[src/hdl/hwc_pkg.sv]
package hwc_pkg;

    localparam int C_MAX_CELLS_PER_SIDE = 16;
    localparam int C_PITCH_BITS         = 24;

    localparam int C_IDX_W   = 5;
    localparam int C_PLACE_W = 4;
    localparam int C_N_W     = 5;
    localparam int C_COORD_W = 10;
    localparam int C_POS_W   = 32;
    localparam int C_EDGE_W  = 4;
    localparam int C_EX_W    = 4;
    localparam int C_CFG_IDX_W = 3;

    localparam logic [C_CFG_IDX_W-1:0] C_REG_FINE_N   = 3'd0;
    localparam logic [C_CFG_IDX_W-1:0] C_REG_COARSE_N = 3'd1;
    localparam logic [C_CFG_IDX_W-1:0] C_REG_FINE_PX  = 3'd2;
    localparam logic [C_CFG_IDX_W-1:0] C_REG_FINE_PY  = 3'd3;
    localparam logic [C_CFG_IDX_W-1:0] C_REG_COARSE_PX = 3'd4;
    localparam logic [C_CFG_IDX_W-1:0] C_REG_COARSE_PY = 3'd5;

    localparam logic [C_N_W-1:0] C_RST_FINE_N   = 5'd16;
    localparam logic [C_N_W-1:0] C_RST_COARSE_N = 5'd8;
    localparam int C_RST_FINE_PX   = 228600;
    localparam int C_RST_FINE_PY   = 197974;
    localparam int C_RST_COARSE_PX = 457200;
    localparam int C_RST_COARSE_PY = 395948;

    localparam logic [C_PLACE_W-1:0] C_LAST_PLACE  = 4'd11;
    localparam logic [C_PLACE_W-1:0] C_FIRST_OTHER_FACE = 4'd6;

    typedef enum logic [1:0] {
        KIND_FULL   = 2'd0,
        KIND_CORNER = 2'd1,
        KIND_TRUNC  = 2'd2,
        KIND_EXT    = 2'd3
    } t_kind;

    typedef struct packed {
        logic [C_IDX_W-1:0]   u_index;
        logic [C_IDX_W-1:0]   v_index;
        logic [C_PLACE_W-1:0] placement;
        logic                 density_type;
    } t_in_word;

    typedef struct packed {
        logic signed [C_POS_W-1:0] x_pos;
        logic signed [C_POS_W-1:0] y_pos;
        logic [C_EDGE_W-1:0]       edge_code;
        logic [1:0]                cell_kind;
    } t_out_word;

    typedef struct packed {
        logic [C_EDGE_W-1:0] edge_code;
        t_kind               cell_kind;
    } t_tag;

    localparam logic [C_EDGE_W-1:0] C_EDGE_TAB [0:11][0:12] = '{
        '{4'd0, 4'd1,  4'd2,  4'd3,  4'd4,  4'd5,  4'd0,  4'd1, 4'd2, 4'd0, 4'd0, 4'd1, 4'd2},
        '{4'd0, 4'd8,  4'd9,  4'd10, 4'd11, 4'd6,  4'd7,  4'd4, 4'd5, 4'd3, 4'd4, 4'd5, 4'd3},
        '{4'd0, 4'd3,  4'd4,  4'd5,  4'd0,  4'd1,  4'd2,  4'd2, 4'd0, 4'd1, 4'd1, 4'd2, 4'd0},
        '{4'd0, 4'd10, 4'd11, 4'd6,  4'd7,  4'd8,  4'd9,  4'd5, 4'd3, 4'd4, 4'd5, 4'd3, 4'd4},
        '{4'd0, 4'd5,  4'd0,  4'd1,  4'd2,  4'd3,  4'd4,  4'd0, 4'd1, 4'd2, 4'd2, 4'd0, 4'd1},
        '{4'd0, 4'd6,  4'd7,  4'd8,  4'd9,  4'd10, 4'd11, 4'd3, 4'd4, 4'd5, 4'd3, 4'd4, 4'd5},
        '{4'd0, 4'd7,  4'd8,  4'd9,  4'd10, 4'd11, 4'd6,  4'd3, 4'd4, 4'd5, 4'd4, 4'd5, 4'd3},
        '{4'd0, 4'd0,  4'd1,  4'd2,  4'd3,  4'd4,  4'd5,  4'd0, 4'd1, 4'd2, 4'd0, 4'd1, 4'd2},
        '{4'd0, 4'd11, 4'd6,  4'd7,  4'd8,  4'd9,  4'd10, 4'd5, 4'd3, 4'd4, 4'd3, 4'd4, 4'd5},
        '{4'd0, 4'd4,  4'd5,  4'd0,  4'd1,  4'd2,  4'd3,  4'd2, 4'd0, 4'd1, 4'd2, 4'd0, 4'd1},
        '{4'd0, 4'd9,  4'd10, 4'd11, 4'd6,  4'd7,  4'd8,  4'd4, 4'd5, 4'd3, 4'd5, 4'd3, 4'd4},
        '{4'd0, 4'd2,  4'd3,  4'd4,  4'd5,  4'd0,  4'd1,  4'd1, 4'd2, 4'd0, 4'd1, 4'd2, 4'd0}
    };

endpackage

[src/hdl/hwc_cfg.sv]
module hwc_cfg #(
    parameter int PITCH_BITS = hwc_pkg::C_PITCH_BITS
) (
    input  logic                          i_clk,
    input  logic                          i_rst_n,
    input  logic                          i_cfg_we,
    input  logic [hwc_pkg::C_CFG_IDX_W-1:0] i_cfg_idx,
    input  logic [PITCH_BITS-1:0]         i_cfg_data,
    output logic [hwc_pkg::C_N_W-1:0]     o_fine_n,
    output logic [hwc_pkg::C_N_W-1:0]     o_coarse_n,
    output logic [PITCH_BITS-1:0]         o_fine_px,
    output logic [PITCH_BITS-1:0]         o_fine_py,
    output logic [PITCH_BITS-1:0]         o_coarse_px,
    output logic [PITCH_BITS-1:0]         o_coarse_py
);

    logic [hwc_pkg::C_N_W-1:0] r_fine_n;
    logic [hwc_pkg::C_N_W-1:0] r_coarse_n;
    logic [PITCH_BITS-1:0]     r_fine_px;
    logic [PITCH_BITS-1:0]     r_fine_py;
    logic [PITCH_BITS-1:0]     r_coarse_px;
    logic [PITCH_BITS-1:0]     r_coarse_py;

    always_ff @(posedge i_clk) begin
        if (!i_rst_n) begin
            r_fine_n    <= hwc_pkg::C_RST_FINE_N;
            r_coarse_n  <= hwc_pkg::C_RST_COARSE_N;
            r_fine_px   <= PITCH_BITS'(hwc_pkg::C_RST_FINE_PX);
            r_fine_py   <= PITCH_BITS'(hwc_pkg::C_RST_FINE_PY);
            r_coarse_px <= PITCH_BITS'(hwc_pkg::C_RST_COARSE_PX);
            r_coarse_py <= PITCH_BITS'(hwc_pkg::C_RST_COARSE_PY);
        end else if (i_cfg_we) begin
            unique case (i_cfg_idx)
                hwc_pkg::C_REG_FINE_N:    r_fine_n    <= i_cfg_data[hwc_pkg::C_N_W-1:0];
                hwc_pkg::C_REG_COARSE_N:  r_coarse_n  <= i_cfg_data[hwc_pkg::C_N_W-1:0];
                hwc_pkg::C_REG_FINE_PX:   r_fine_px   <= i_cfg_data;
                hwc_pkg::C_REG_FINE_PY:   r_fine_py   <= i_cfg_data;
                hwc_pkg::C_REG_COARSE_PX: r_coarse_px <= i_cfg_data;
                hwc_pkg::C_REG_COARSE_PY: r_coarse_py <= i_cfg_data;
                default: ;
            endcase
        end
    end

    assign o_fine_n    = r_fine_n;
    assign o_coarse_n  = r_coarse_n;
    assign o_fine_px   = r_fine_px;
    assign o_fine_py   = r_fine_py;
    assign o_coarse_px = r_coarse_px;
    assign o_coarse_py = r_coarse_py;

endmodule

[src/hdl/hwc_geom.sv]
module hwc_geom #(
    parameter int MAX_CELLS_PER_SIDE = hwc_pkg::C_MAX_CELLS_PER_SIDE,
    parameter int PITCH_BITS         = hwc_pkg::C_PITCH_BITS
) (
    input  logic                                  i_clk,
    input  logic                                  i_rst_n,
    input  logic                                  i_valid,
    input  hwc_pkg::t_in_word                     i_item,
    input  logic [hwc_pkg::C_N_W-1:0]             i_fine_n,
    input  logic [hwc_pkg::C_N_W-1:0]             i_coarse_n,
    input  logic [PITCH_BITS-1:0]                 i_fine_px,
    input  logic [PITCH_BITS-1:0]                 i_fine_py,
    input  logic [PITCH_BITS-1:0]                 i_coarse_px,
    input  logic [PITCH_BITS-1:0]                 i_coarse_py,
    output logic                                  o_valid,
    output logic signed [hwc_pkg::C_COORD_W-1:0]  o_hx,
    output logic signed [hwc_pkg::C_COORD_W-1:0]  o_ky,
    output logic [PITCH_BITS-1:0]                 o_px,
    output logic [PITCH_BITS-1:0]                 o_py,
    output hwc_pkg::t_tag                         o_tag
);

    localparam int NW = $clog2(MAX_CELLS_PER_SIDE + 1);
    localparam int CW = hwc_pkg::C_COORD_W;
    localparam int CMPW = (NW > hwc_pkg::C_N_W ? NW : hwc_pkg::C_N_W) + 1;

    // stage one: pick density, clamp count and placement
    logic                              r_s1_vld;
    logic [hwc_pkg::C_IDX_W-1:0]       r_s1_u;
    logic [hwc_pkg::C_IDX_W-1:0]       r_s1_v;
    logic [hwc_pkg::C_PLACE_W-1:0]     r_s1_p;
    logic [NW-1:0]                     r_s1_n;
    logic [PITCH_BITS-1:0]             r_s1_px;
    logic [PITCH_BITS-1:0]             r_s1_py;

    logic [hwc_pkg::C_N_W-1:0]         n_raw;
    logic [NW-1:0]                     n_s1_n;
    logic [hwc_pkg::C_PLACE_W-1:0]     n_s1_p;

    always_comb begin
        n_raw = i_item.density_type ? i_coarse_n : i_fine_n;
        if (n_raw == '0) begin
            n_s1_n = NW'(1);
        end else if (CMPW'(n_raw) > CMPW'(MAX_CELLS_PER_SIDE)) begin
            n_s1_n = NW'(MAX_CELLS_PER_SIDE);
        end else begin
            n_s1_n = NW'(n_raw);
        end
        n_s1_p = (i_item.placement > hwc_pkg::C_LAST_PLACE) ? hwc_pkg::C_LAST_PLACE
                                                             : i_item.placement;
    end

    always_ff @(posedge i_clk) begin
        if (!i_rst_n) begin
            r_s1_vld <= 1'b0;
        end else begin
            r_s1_vld <= i_valid;
        end
    end

    always_ff @(posedge i_clk) begin
        r_s1_u  <= i_item.u_index;
        r_s1_v  <= i_item.v_index;
        r_s1_p  <= n_s1_p;
        r_s1_n  <= n_s1_n;
        r_s1_px <= i_item.density_type ? i_coarse_px : i_fine_px;
        r_s1_py <= i_item.density_type ? i_coarse_py : i_fine_py;
    end

    // stage two: linear placement formulas and edge classification
    logic signed [CW-1:0] su, sv, sn, nm1, last, d_uv, d_vu;
    logic signed [CW-1:0] n_hx, n_ky;
    logic [hwc_pkg::C_EX_W-1:0] ex;
    hwc_pkg::t_kind kind;

    always_comb begin
        su   = signed'(CW'(r_s1_u));
        sv   = signed'(CW'(r_s1_v));
        sn   = signed'(CW'(r_s1_n));
        nm1  = CW'(sn - 1);
        last = CW'(2 * sn - 1);
        d_uv = CW'(su - sv);
        d_vu = CW'(sv - su);

        case (r_s1_p)
            4'd0: begin
                n_hx = CW'(3 * d_uv - 1);       n_ky = CW'(su + sv - 2 * sn + 1);
            end
            4'd1: begin
                n_hx = CW'(-(3 * (sv - sn) + 2)); n_ky = CW'(2 * su - sv - sn);
            end
            4'd2: begin
                n_hx = CW'(-(3 * (su - sn) + 1)); n_ky = CW'(-(2 * sv - su - sn + 1));
            end
            4'd3: begin
                n_hx = CW'(-(3 * d_uv - 1));    n_ky = CW'(-(su + sv - 2 * sn + 1));
            end
            4'd4: begin
                n_hx = CW'(3 * (sv - sn) + 2);  n_ky = CW'(-(2 * su - sv - sn));
            end
            4'd5: begin
                n_hx = CW'(3 * (su - sn) + 1);  n_ky = CW'(2 * sv - su - sn + 1);
            end
            4'd6: begin
                n_hx = CW'(3 * d_vu + 1);       n_ky = CW'(su + sv - 2 * sn + 1);
            end
            4'd7: begin
                n_hx = CW'(3 * (sv - sn) + 2);  n_ky = CW'(2 * su - sv - sn);
            end
            4'd8: begin
                n_hx = CW'(3 * (su - sn) + 1);  n_ky = CW'(-(2 * sv - su - sn + 1));
            end
            4'd9: begin
                n_hx = CW'(-(3 * d_vu + 1));    n_ky = CW'(-(su + sv - 2 * sn + 1));
            end
            4'd10: begin
                n_hx = CW'(-(3 * (sv - sn) + 2)); n_ky = CW'(-(2 * su - sv - sn));
            end
            default: begin
                n_hx = CW'(-(3 * (su - sn) + 1)); n_ky = CW'(2 * sv - su - sn + 1);
            end
        endcase

        ex   = 4'd0;
        kind = hwc_pkg::KIND_FULL;
        if (r_s1_p >= hwc_pkg::C_FIRST_OTHER_FACE) begin
            if (su == 0 && sv == 0) begin
                ex = 4'd1;  kind = hwc_pkg::KIND_CORNER;
            end else if (su == 0 && d_vu == nm1) begin
                ex = 4'd2;  kind = hwc_pkg::KIND_CORNER;
            end else if (d_vu == nm1 && sv == last) begin
                ex = 4'd3;  kind = hwc_pkg::KIND_CORNER;
            end else if (su == last && sv == last) begin
                ex = 4'd4;  kind = hwc_pkg::KIND_CORNER;
            end else if (su == last && d_uv == sn) begin
                ex = 4'd5;  kind = hwc_pkg::KIND_CORNER;
            end else if (d_uv == sn && sv == 0) begin
                ex = 4'd6;  kind = hwc_pkg::KIND_CORNER;
            end else if (su == 0) begin
                ex = 4'd7;  kind = hwc_pkg::KIND_TRUNC;
            end else if (d_vu == nm1) begin
                ex = 4'd10; kind = hwc_pkg::KIND_EXT;
            end else if (sv == last) begin
                ex = 4'd8;  kind = hwc_pkg::KIND_TRUNC;
            end else if (su == last) begin
                ex = 4'd11; kind = hwc_pkg::KIND_EXT;
            end else if (d_uv == sn) begin
                ex = 4'd9;  kind = hwc_pkg::KIND_TRUNC;
            end else if (sv == 0) begin
                ex = 4'd12; kind = hwc_pkg::KIND_EXT;
            end
        end else begin
            if (su == 0 && sv == 0) begin
                ex = 4'd1;  kind = hwc_pkg::KIND_CORNER;
            end else if (sv == 0 && d_uv == sn) begin
                ex = 4'd2;  kind = hwc_pkg::KIND_CORNER;
            end else if (d_uv == sn && su == last) begin
                ex = 4'd3;  kind = hwc_pkg::KIND_CORNER;
            end else if (su == last && sv == last) begin
                ex = 4'd4;  kind = hwc_pkg::KIND_CORNER;
            end else if (sv == last && d_vu == nm1) begin
                ex = 4'd5;  kind = hwc_pkg::KIND_CORNER;
            end else if (d_vu == nm1 && su == 0) begin
                ex = 4'd6;  kind = hwc_pkg::KIND_CORNER;
            end else if (sv == 0) begin
                ex = 4'd10; kind = hwc_pkg::KIND_EXT;
            end else if (d_uv == sn) begin
                ex = 4'd7;  kind = hwc_pkg::KIND_TRUNC;
            end else if (su == last) begin
                ex = 4'd11; kind = hwc_pkg::KIND_EXT;
            end else if (sv == last) begin
                ex = 4'd8;  kind = hwc_pkg::KIND_TRUNC;
            end else if (d_vu == nm1) begin
                ex = 4'd12; kind = hwc_pkg::KIND_EXT;
            end else if (su == 0) begin
                ex = 4'd9;  kind = hwc_pkg::KIND_TRUNC;
            end
        end
    end

    logic                 r_s2_vld;
    logic signed [CW-1:0] r_s2_hx;
    logic signed [CW-1:0] r_s2_ky;
    logic [PITCH_BITS-1:0] r_s2_px;
    logic [PITCH_BITS-1:0] r_s2_py;
    hwc_pkg::t_tag        r_s2_tag;

    always_ff @(posedge i_clk) begin
        if (!i_rst_n) begin
            r_s2_vld <= 1'b0;
        end else begin
            r_s2_vld <= r_s1_vld;
        end
    end

    always_ff @(posedge i_clk) begin
        r_s2_hx            <= n_hx;
        r_s2_ky            <= n_ky;
        r_s2_px            <= r_s1_px;
        r_s2_py            <= r_s1_py;
        r_s2_tag.edge_code <= hwc_pkg::C_EDGE_TAB[r_s1_p][ex];
        r_s2_tag.cell_kind <= kind;
    end

    assign o_valid = r_s2_vld;
    assign o_hx    = r_s2_hx;
    assign o_ky    = r_s2_ky;
    assign o_px    = r_s2_px;
    assign o_py    = r_s2_py;
    assign o_tag   = r_s2_tag;

endmodule

[src/hdl/hwc_scale.sv]
module hwc_scale #(
    parameter int PITCH_BITS = hwc_pkg::C_PITCH_BITS
) (
    input  logic                                 i_clk,
    input  logic                                 i_rst_n,
    input  logic                                 i_valid,
    input  logic signed [hwc_pkg::C_COORD_W-1:0] i_hx,
    input  logic signed [hwc_pkg::C_COORD_W-1:0] i_ky,
    input  logic [PITCH_BITS-1:0]                i_px,
    input  logic [PITCH_BITS-1:0]                i_py,
    input  hwc_pkg::t_tag                        i_tag,
    output logic                                 o_strobe,
    output hwc_pkg::t_out_word                   o_result
);

    localparam int PW = PITCH_BITS + hwc_pkg::C_COORD_W + 1;
    localparam int YW = PW + 1;
    localparam int WW = 64;

    // stage three: pitch multiply
    logic                 r_s3_vld;
    logic signed [PW-1:0] r_s3_x;
    logic signed [PW-1:0] r_s3_ky;
    hwc_pkg::t_tag        r_s3_tag;

    logic signed [PW-1:0] x_prod;
    logic signed [PW-1:0] y_prod;

    assign x_prod = i_hx * $signed({1'b0, i_px});
    assign y_prod = i_ky * $signed({1'b0, i_py});

    always_ff @(posedge i_clk) begin
        if (!i_rst_n) begin
            r_s3_vld <= 1'b0;
        end else begin
            r_s3_vld <= i_valid;
        end
    end

    always_ff @(posedge i_clk) begin
        r_s3_x   <= x_prod;
        r_s3_ky  <= y_prod;
        r_s3_tag <= i_tag;
    end

    // stage four: double y and saturate to the output range
    logic signed [YW-1:0] y_dbl;
    logic signed [WW-1:0] x_wide;
    logic signed [WW-1:0] y_wide;
    logic signed [hwc_pkg::C_POS_W-1:0] n_x;
    logic signed [hwc_pkg::C_POS_W-1:0] n_y;

    localparam logic signed [WW-1:0] C_POS_MAX = 64'sd2147483647;
    localparam logic signed [WW-1:0] C_POS_MIN = -64'sd2147483648;

    always_comb begin
        y_dbl  = YW'(r_s3_ky) <<< 1;
        x_wide = WW'(r_s3_x);
        y_wide = WW'(y_dbl);
        if (x_wide > C_POS_MAX) begin
            n_x = C_POS_MAX[hwc_pkg::C_POS_W-1:0];
        end else if (x_wide < C_POS_MIN) begin
            n_x = C_POS_MIN[hwc_pkg::C_POS_W-1:0];
        end else begin
            n_x = x_wide[hwc_pkg::C_POS_W-1:0];
        end
        if (y_wide > C_POS_MAX) begin
            n_y = C_POS_MAX[hwc_pkg::C_POS_W-1:0];
        end else if (y_wide < C_POS_MIN) begin
            n_y = C_POS_MIN[hwc_pkg::C_POS_W-1:0];
        end else begin
            n_y = y_wide[hwc_pkg::C_POS_W-1:0];
        end
    end

    logic               r_s4_vld;
    hwc_pkg::t_out_word r_s4_res;

    always_ff @(posedge i_clk) begin
        if (!i_rst_n) begin
            r_s4_vld <= 1'b0;
        end else begin
            r_s4_vld <= r_s3_vld;
        end
    end

    always_ff @(posedge i_clk) begin
        r_s4_res.x_pos     <= n_x;
        r_s4_res.y_pos     <= n_y;
        r_s4_res.edge_code <= r_s3_tag.edge_code;
        r_s4_res.cell_kind <= r_s3_tag.cell_kind;
    end

    assign o_strobe = r_s4_vld;
    assign o_result = r_s4_res;

endmodule

[src/hdl/hex_wafer_cell_position_and_kind.sv]
// hexagonal wafer cell locator: takes one word per clock (busy is never raised) and
// returns one result word per word taken, marked by o_strobe for one cycle; the four
// stages are input select and clamp, placement formulas and edge tables, the pitch
// multipliers, and saturation into the output register. the receiver cannot stall, so
// every result must be taken in its strobe cycle. the user must write configuration
// via i_cfg_we, i_cfg_idx, i_cfg_data only while no word is in flight; not enforced.
module hex_wafer_cell_position_and_kind #(
    parameter int MAX_CELLS_PER_SIDE = hwc_pkg::C_MAX_CELLS_PER_SIDE,
    parameter int PITCH_BITS         = hwc_pkg::C_PITCH_BITS
) (
    input  logic                            i_clk,
    input  logic                            i_rst_n,
    input  logic                            start,
    output logic                            busy,
    input  hwc_pkg::t_in_word               i_item,
    output logic                            o_strobe,
    output hwc_pkg::t_out_word              o_result,
    input  logic                            i_cfg_we,
    input  logic [hwc_pkg::C_CFG_IDX_W-1:0] i_cfg_idx,
    input  logic [PITCH_BITS-1:0]           i_cfg_data
);

    logic [hwc_pkg::C_N_W-1:0] fine_n;
    logic [hwc_pkg::C_N_W-1:0] coarse_n;
    logic [PITCH_BITS-1:0]     fine_px;
    logic [PITCH_BITS-1:0]     fine_py;
    logic [PITCH_BITS-1:0]     coarse_px;
    logic [PITCH_BITS-1:0]     coarse_py;

    logic                                 geom_vld;
    logic signed [hwc_pkg::C_COORD_W-1:0] geom_hx;
    logic signed [hwc_pkg::C_COORD_W-1:0] geom_ky;
    logic [PITCH_BITS-1:0]                geom_px;
    logic [PITCH_BITS-1:0]                geom_py;
    hwc_pkg::t_tag                        geom_tag;

    assign busy = 1'b0;

    hwc_cfg #(
        .PITCH_BITS (PITCH_BITS)
    ) u_cfg (
        .i_clk       (i_clk),
        .i_rst_n     (i_rst_n),
        .i_cfg_we    (i_cfg_we),
        .i_cfg_idx   (i_cfg_idx),
        .i_cfg_data  (i_cfg_data),
        .o_fine_n    (fine_n),
        .o_coarse_n  (coarse_n),
        .o_fine_px   (fine_px),
        .o_fine_py   (fine_py),
        .o_coarse_px (coarse_px),
        .o_coarse_py (coarse_py)
    );

    hwc_geom #(
        .MAX_CELLS_PER_SIDE (MAX_CELLS_PER_SIDE),
        .PITCH_BITS         (PITCH_BITS)
    ) u_geom (
        .i_clk       (i_clk),
        .i_rst_n     (i_rst_n),
        .i_valid     (start && !busy),
        .i_item      (i_item),
        .i_fine_n    (fine_n),
        .i_coarse_n  (coarse_n),
        .i_fine_px   (fine_px),
        .i_fine_py   (fine_py),
        .i_coarse_px (coarse_px),
        .i_coarse_py (coarse_py),
        .o_valid     (geom_vld),
        .o_hx        (geom_hx),
        .o_ky        (geom_ky),
        .o_px        (geom_px),
        .o_py        (geom_py),
        .o_tag       (geom_tag)
    );

    hwc_scale #(
        .PITCH_BITS (PITCH_BITS)
    ) u_scale (
        .i_clk    (i_clk),
        .i_rst_n  (i_rst_n),
        .i_valid  (geom_vld),
        .i_hx     (geom_hx),
        .i_ky     (geom_ky),
        .i_px     (geom_px),
        .i_py     (geom_py),
        .i_tag    (geom_tag),
        .o_strobe (o_strobe),
        .o_result (o_result)
    );

endmodule

[config.mk]
export PLATFORM = sky130hd
export DESIGN_NAME = hex_wafer_cell_position_and_kind
export DESIGN_NICKNAME = d
export VERILOG_FILES = /design/src/hdl/hwc_pkg.sv /design/src/hdl/hwc_cfg.sv /design/src/hdl/hwc_geom.sv /design/src/hdl/hwc_scale.sv /design/src/hdl/hex_wafer_cell_position_and_kind.sv
export SDC_FILE = /design/constraint.sdc
export NUM_CORES = 2
export LEC_CHECK = 0
export BUFFER_PORTS_ARGS = -buffer_cell sky130_fd_sc_hd__buf_2
export CAP_MARGIN = 10
export CORE_ASPECT_RATIO = 0.6
export CORE_MARGIN = 1
export CORE_UTILIZATION = 45
export CTS_BUF_LIST = sky130_fd_sc_hd__clkbuf_16
export DETAILED_ROUTE_END_ITERATION = 7
export PLACE_DENSITY_LB_ADDON = 0.12
export SLEW_MARGIN = 20
export SYNTH_ARGS = -nofsm -noshare
export SYNTH_HDL_FRONTEND = slang
export SYNTH_SLANG_ARGS = --single-unit
[constraint.sdc]
create_clock -name i_clk -period 10.6 [get_ports i_clk]
set_clock_uncertainty 0.05 [all_clocks]
set_input_delay 2.12 -clock i_clk [delete_from_list [all_inputs] [get_ports i_clk]]
set_output_delay 2.12 -clock i_clk [all_outputs]
set_load 0.05 [all_outputs]
==> run metrics <==
worst slew pin tran=1.064 ns; number of global-route vias before repair=23420; max-cap viol count=0; # setup viols final=0; CP max stage delay=0.77 ns; Placer Congestion=0.8999; Async SR Flop Fraction=0%; grt total ovfl=0; status=finished with violations; CTS tree=yes; core area=73700 um^2; ANT cells=0; critical path type=flop to flop; drt via density=5.145; WHS Path Cells=0; min cycle time layout=7.486 ns; DRT iter0 DRCs=1934; Fill cells=7092; Seq/Total Area, Yosys=23.71%; CP endpoint=u_scale.r_s3_ky[31]; Yosys reg bits=397; dpl hpwl=64980 um; Post-CTS Hold Buffers=0; Die ar.=75620 um^2; Final Hold Fails=0; post-route antenna net violation count=0; Critical Path RT=11.02 ns; CP max FO=15; crit start category=flop; RSZ-0062 raised after global routing=no; warnings from Yosys=0; Mapped Nets=4402; global-route usage over all layers=22.31%; later-pin clock latency in the skew report=0.60 ns; Worst-path clk slew=0.07 ns; DRC=2; R2R Path End=u_scale.r_s3_ky[31]; Setup crit end kind=flop; Reg area=7948 um^2; total CTS buffers=42; failing checks=DRC; Synth Cell Area=33520 um^2; EDFF count, synth=0; Slowest-stage cell, CP=a2111oi_0; cells after synthesis=3691; drt wl/cell=17.50 um; Worst path depth=20; global-route wire length before repair=133700 um; crit path DAT=7.90 ns; most used cell along the critical path=fa_1; largest net degree at the start of global routing=111; Post-Route WL=82580 um; fin. max-slew vios=0; RR Startpoint=u_geom.o_ky[9]; Final Cycle Share=70.62%; CTS resizes=0; # nets final=4411; multi-input logic area=22970 um^2; H-tree depth=2; I/O pin count=118; ys flop type=dfxtp_1; setup repair bufs after CTS=0; max frequency=133.6 MHz; R2R Setup Slk=3.11 ns; DR vias=24280; CP Cell Sequence=inv_1, nor2_1, fa_1, fa_1, fa_1, fa_1, inv_1, fa_1, inv_1, ha_1, or3_1, a2111oi_0, nor2_1, a31oi_1, a21oi_1, a221oi_1, a21oi_1, a21oi_1, o21bai_1, xor2_1; root buf cell=clkbuf_16; syn_area_per_cell=9.082 um^2; Starting Density=45.48%; area delta synth->final=8.051%; Final TNS setup=0 ns; r2r worst-path depth=20; initial antenna violation count=2; layout cells sized above 1=7.663%; worst hold path type=flop to flop; distinct cell type count after synthesis=95; Slew headroom=29.06%; die span in x=354.4 um; die height=213.4 um; first-pass iteration count of the detailed router=8; clk buf depth=3; worst path bufs/invs=3; CP startpoint=u_geom.o_ky[9]; Site Rows=77; family with the most delay on the worst path=adder cells; # clock sinks=397; I/O Buffers=116
## area by class of cell
type                       count  area share (%)
clock inverter                33           1.026
timing repair buffer         135           1.997
tap                          987           3.409
clock buffer                  43           2.971
sequential                   397           21.94
multi-input combinational   2618           63.41
inverter                     506           5.244
## registers in the layout, indices dropped and copies added (netlist names), 6 cells and up
signal,flops
u_cfg.o_coarse_px,24
u_cfg.o_coarse_py,24
u_scale.o_result,70
u_geom.o_hx,10
u_geom.o_ky,10
u_geom.o_px,24
u_geom.r_s1_px,24
u_geom.o_tag,6
u_geom.r_s1_py,24
u_cfg.o_fine_px,24
u_cfg.o_fine_py,24
u_scale.r_s3_x,35
u_scale.r_s3_tag,6
u_geom.o_py,24
u_scale.r_s3_ky,35
## routing by layer
layer / up-vias / global-route usage [%] / share of wire [%]
met5: - / 0 / 0
met4: 0 / 3.894 / 1.3
met3: 58 / 5.362 / 7.8
met2: 659 / 28.81 / 37
met1: 11700 / 36.59 / 54
li1: 11860 / - / -
## worst min path at each step
stage,endpoint,from
3_3_place_gp,u_geom.o_px[16],u_geom.r_s1_px[16]
2_1_floorplan,u_geom.o_px[0],u_geom.r_s1_px[0]
4_1_cts,u_geom.o_py[12],u_geom.r_s1_py[12]
3_5_place_dp,u_scale.o_result[3],u_scale.r_s3_tag[3]
5_1_grt,u_geom.o_py[19],u_geom.r_s1_py[19]
6_report,u_geom.o_py[12],u_geom.r_s1_py[12]
## synthesized netlist by cell type, types with 9 or more instances
cell type	count	area [um^2]
mux2_2	50	563.0
and2_1	257	1608
a211oi_1	9	67.56
inv_1	505	1896
o21a_1	39	292.8
o31ai_1	10	75.07
a221oi_1	11	96.34
o21bai_1	19	142.6
o21ai_0	74	370.4
nor3_1	32	160.2
clkbuf_1	144	540.5
ha_1	301	3766
o211ai_1	13	97.59
dfxtp_1	397	7948
a21o_1	91	683.2
nand3_1	74	370.4
fa_1	364	7287
xnor2_1	114	998.5
and3_1	11	68.82
buf_6	9	101.4
nand2b_1	45	281.5
nor2_1	134	503.0
nand2_1	469	1760
a21oi_1	123	615.6
a21boi_0	59	442.9
buf_1	10	37.54
a31oi_1	9	56.30
xor2_1	59	516.8
nor2b_1	51	319.1
or3_1	12	75.07
a22oi_1	13	97.59
mux2i_1	25	250.2
## cell usage in the layout, fill, tap and decap left out, types with 19 or more instances in the layout
cell type	count
buf_2	116
clkbuf_16	43
ha_1	301
o21a_1	39
and2_1	257
mux2_2	50
fa_1	364
nand2_1	468
inv_1	509
a21oi_1	123
a21boi_0	59
xor2_1	59
xnor2_1	114
nand3_1	73
a21o_1	91
mux2i_1	25
o21bai_1	19
nand2b_1	45
nor3_1	32
nor2b_1	51
o21ai_0	74
dfxtp_1	397
nor2_1	132
buf_4	19
## logic make-up after synthesis
family | count (synthesis) | synth area share (%)
AND/OR/NAND/NOR | 1137 | 16.56
buffers and inverters | 676 | 7.812
adder cells (fa/ha/maj) | 666 | 33.00
AO/OA/AOI/OAI | 555 | 11.34
flip-flops | 397 | 23.71
XOR/XNOR | 182 | 5.069
multiplexers | 77 | 2.493
other | 1 | 0.01119
## metrics by stage
step	utilization [%]	instances	hold WS [ns]	worst slack (ns)	instance area [um^2]
6_report	49.15	4719	0.2729	3.114	36220
5_1_grt	49.15	4719	0.2803	2.821	36220
4_1_cts	49.14	4719	0.2742	3.289	36220
3_5_place_dp	47.17	4643	0.2621	3.303	34770
3_3_place_gp	47.17	4643	0.2608	3.480	34770
2_1_floorplan	-	3691	0.2596	4.584	33520
Power is left out: the tool's default activity adds up to more than one toggle a clock period on the data nets, which glitch-free logic cannot reach.
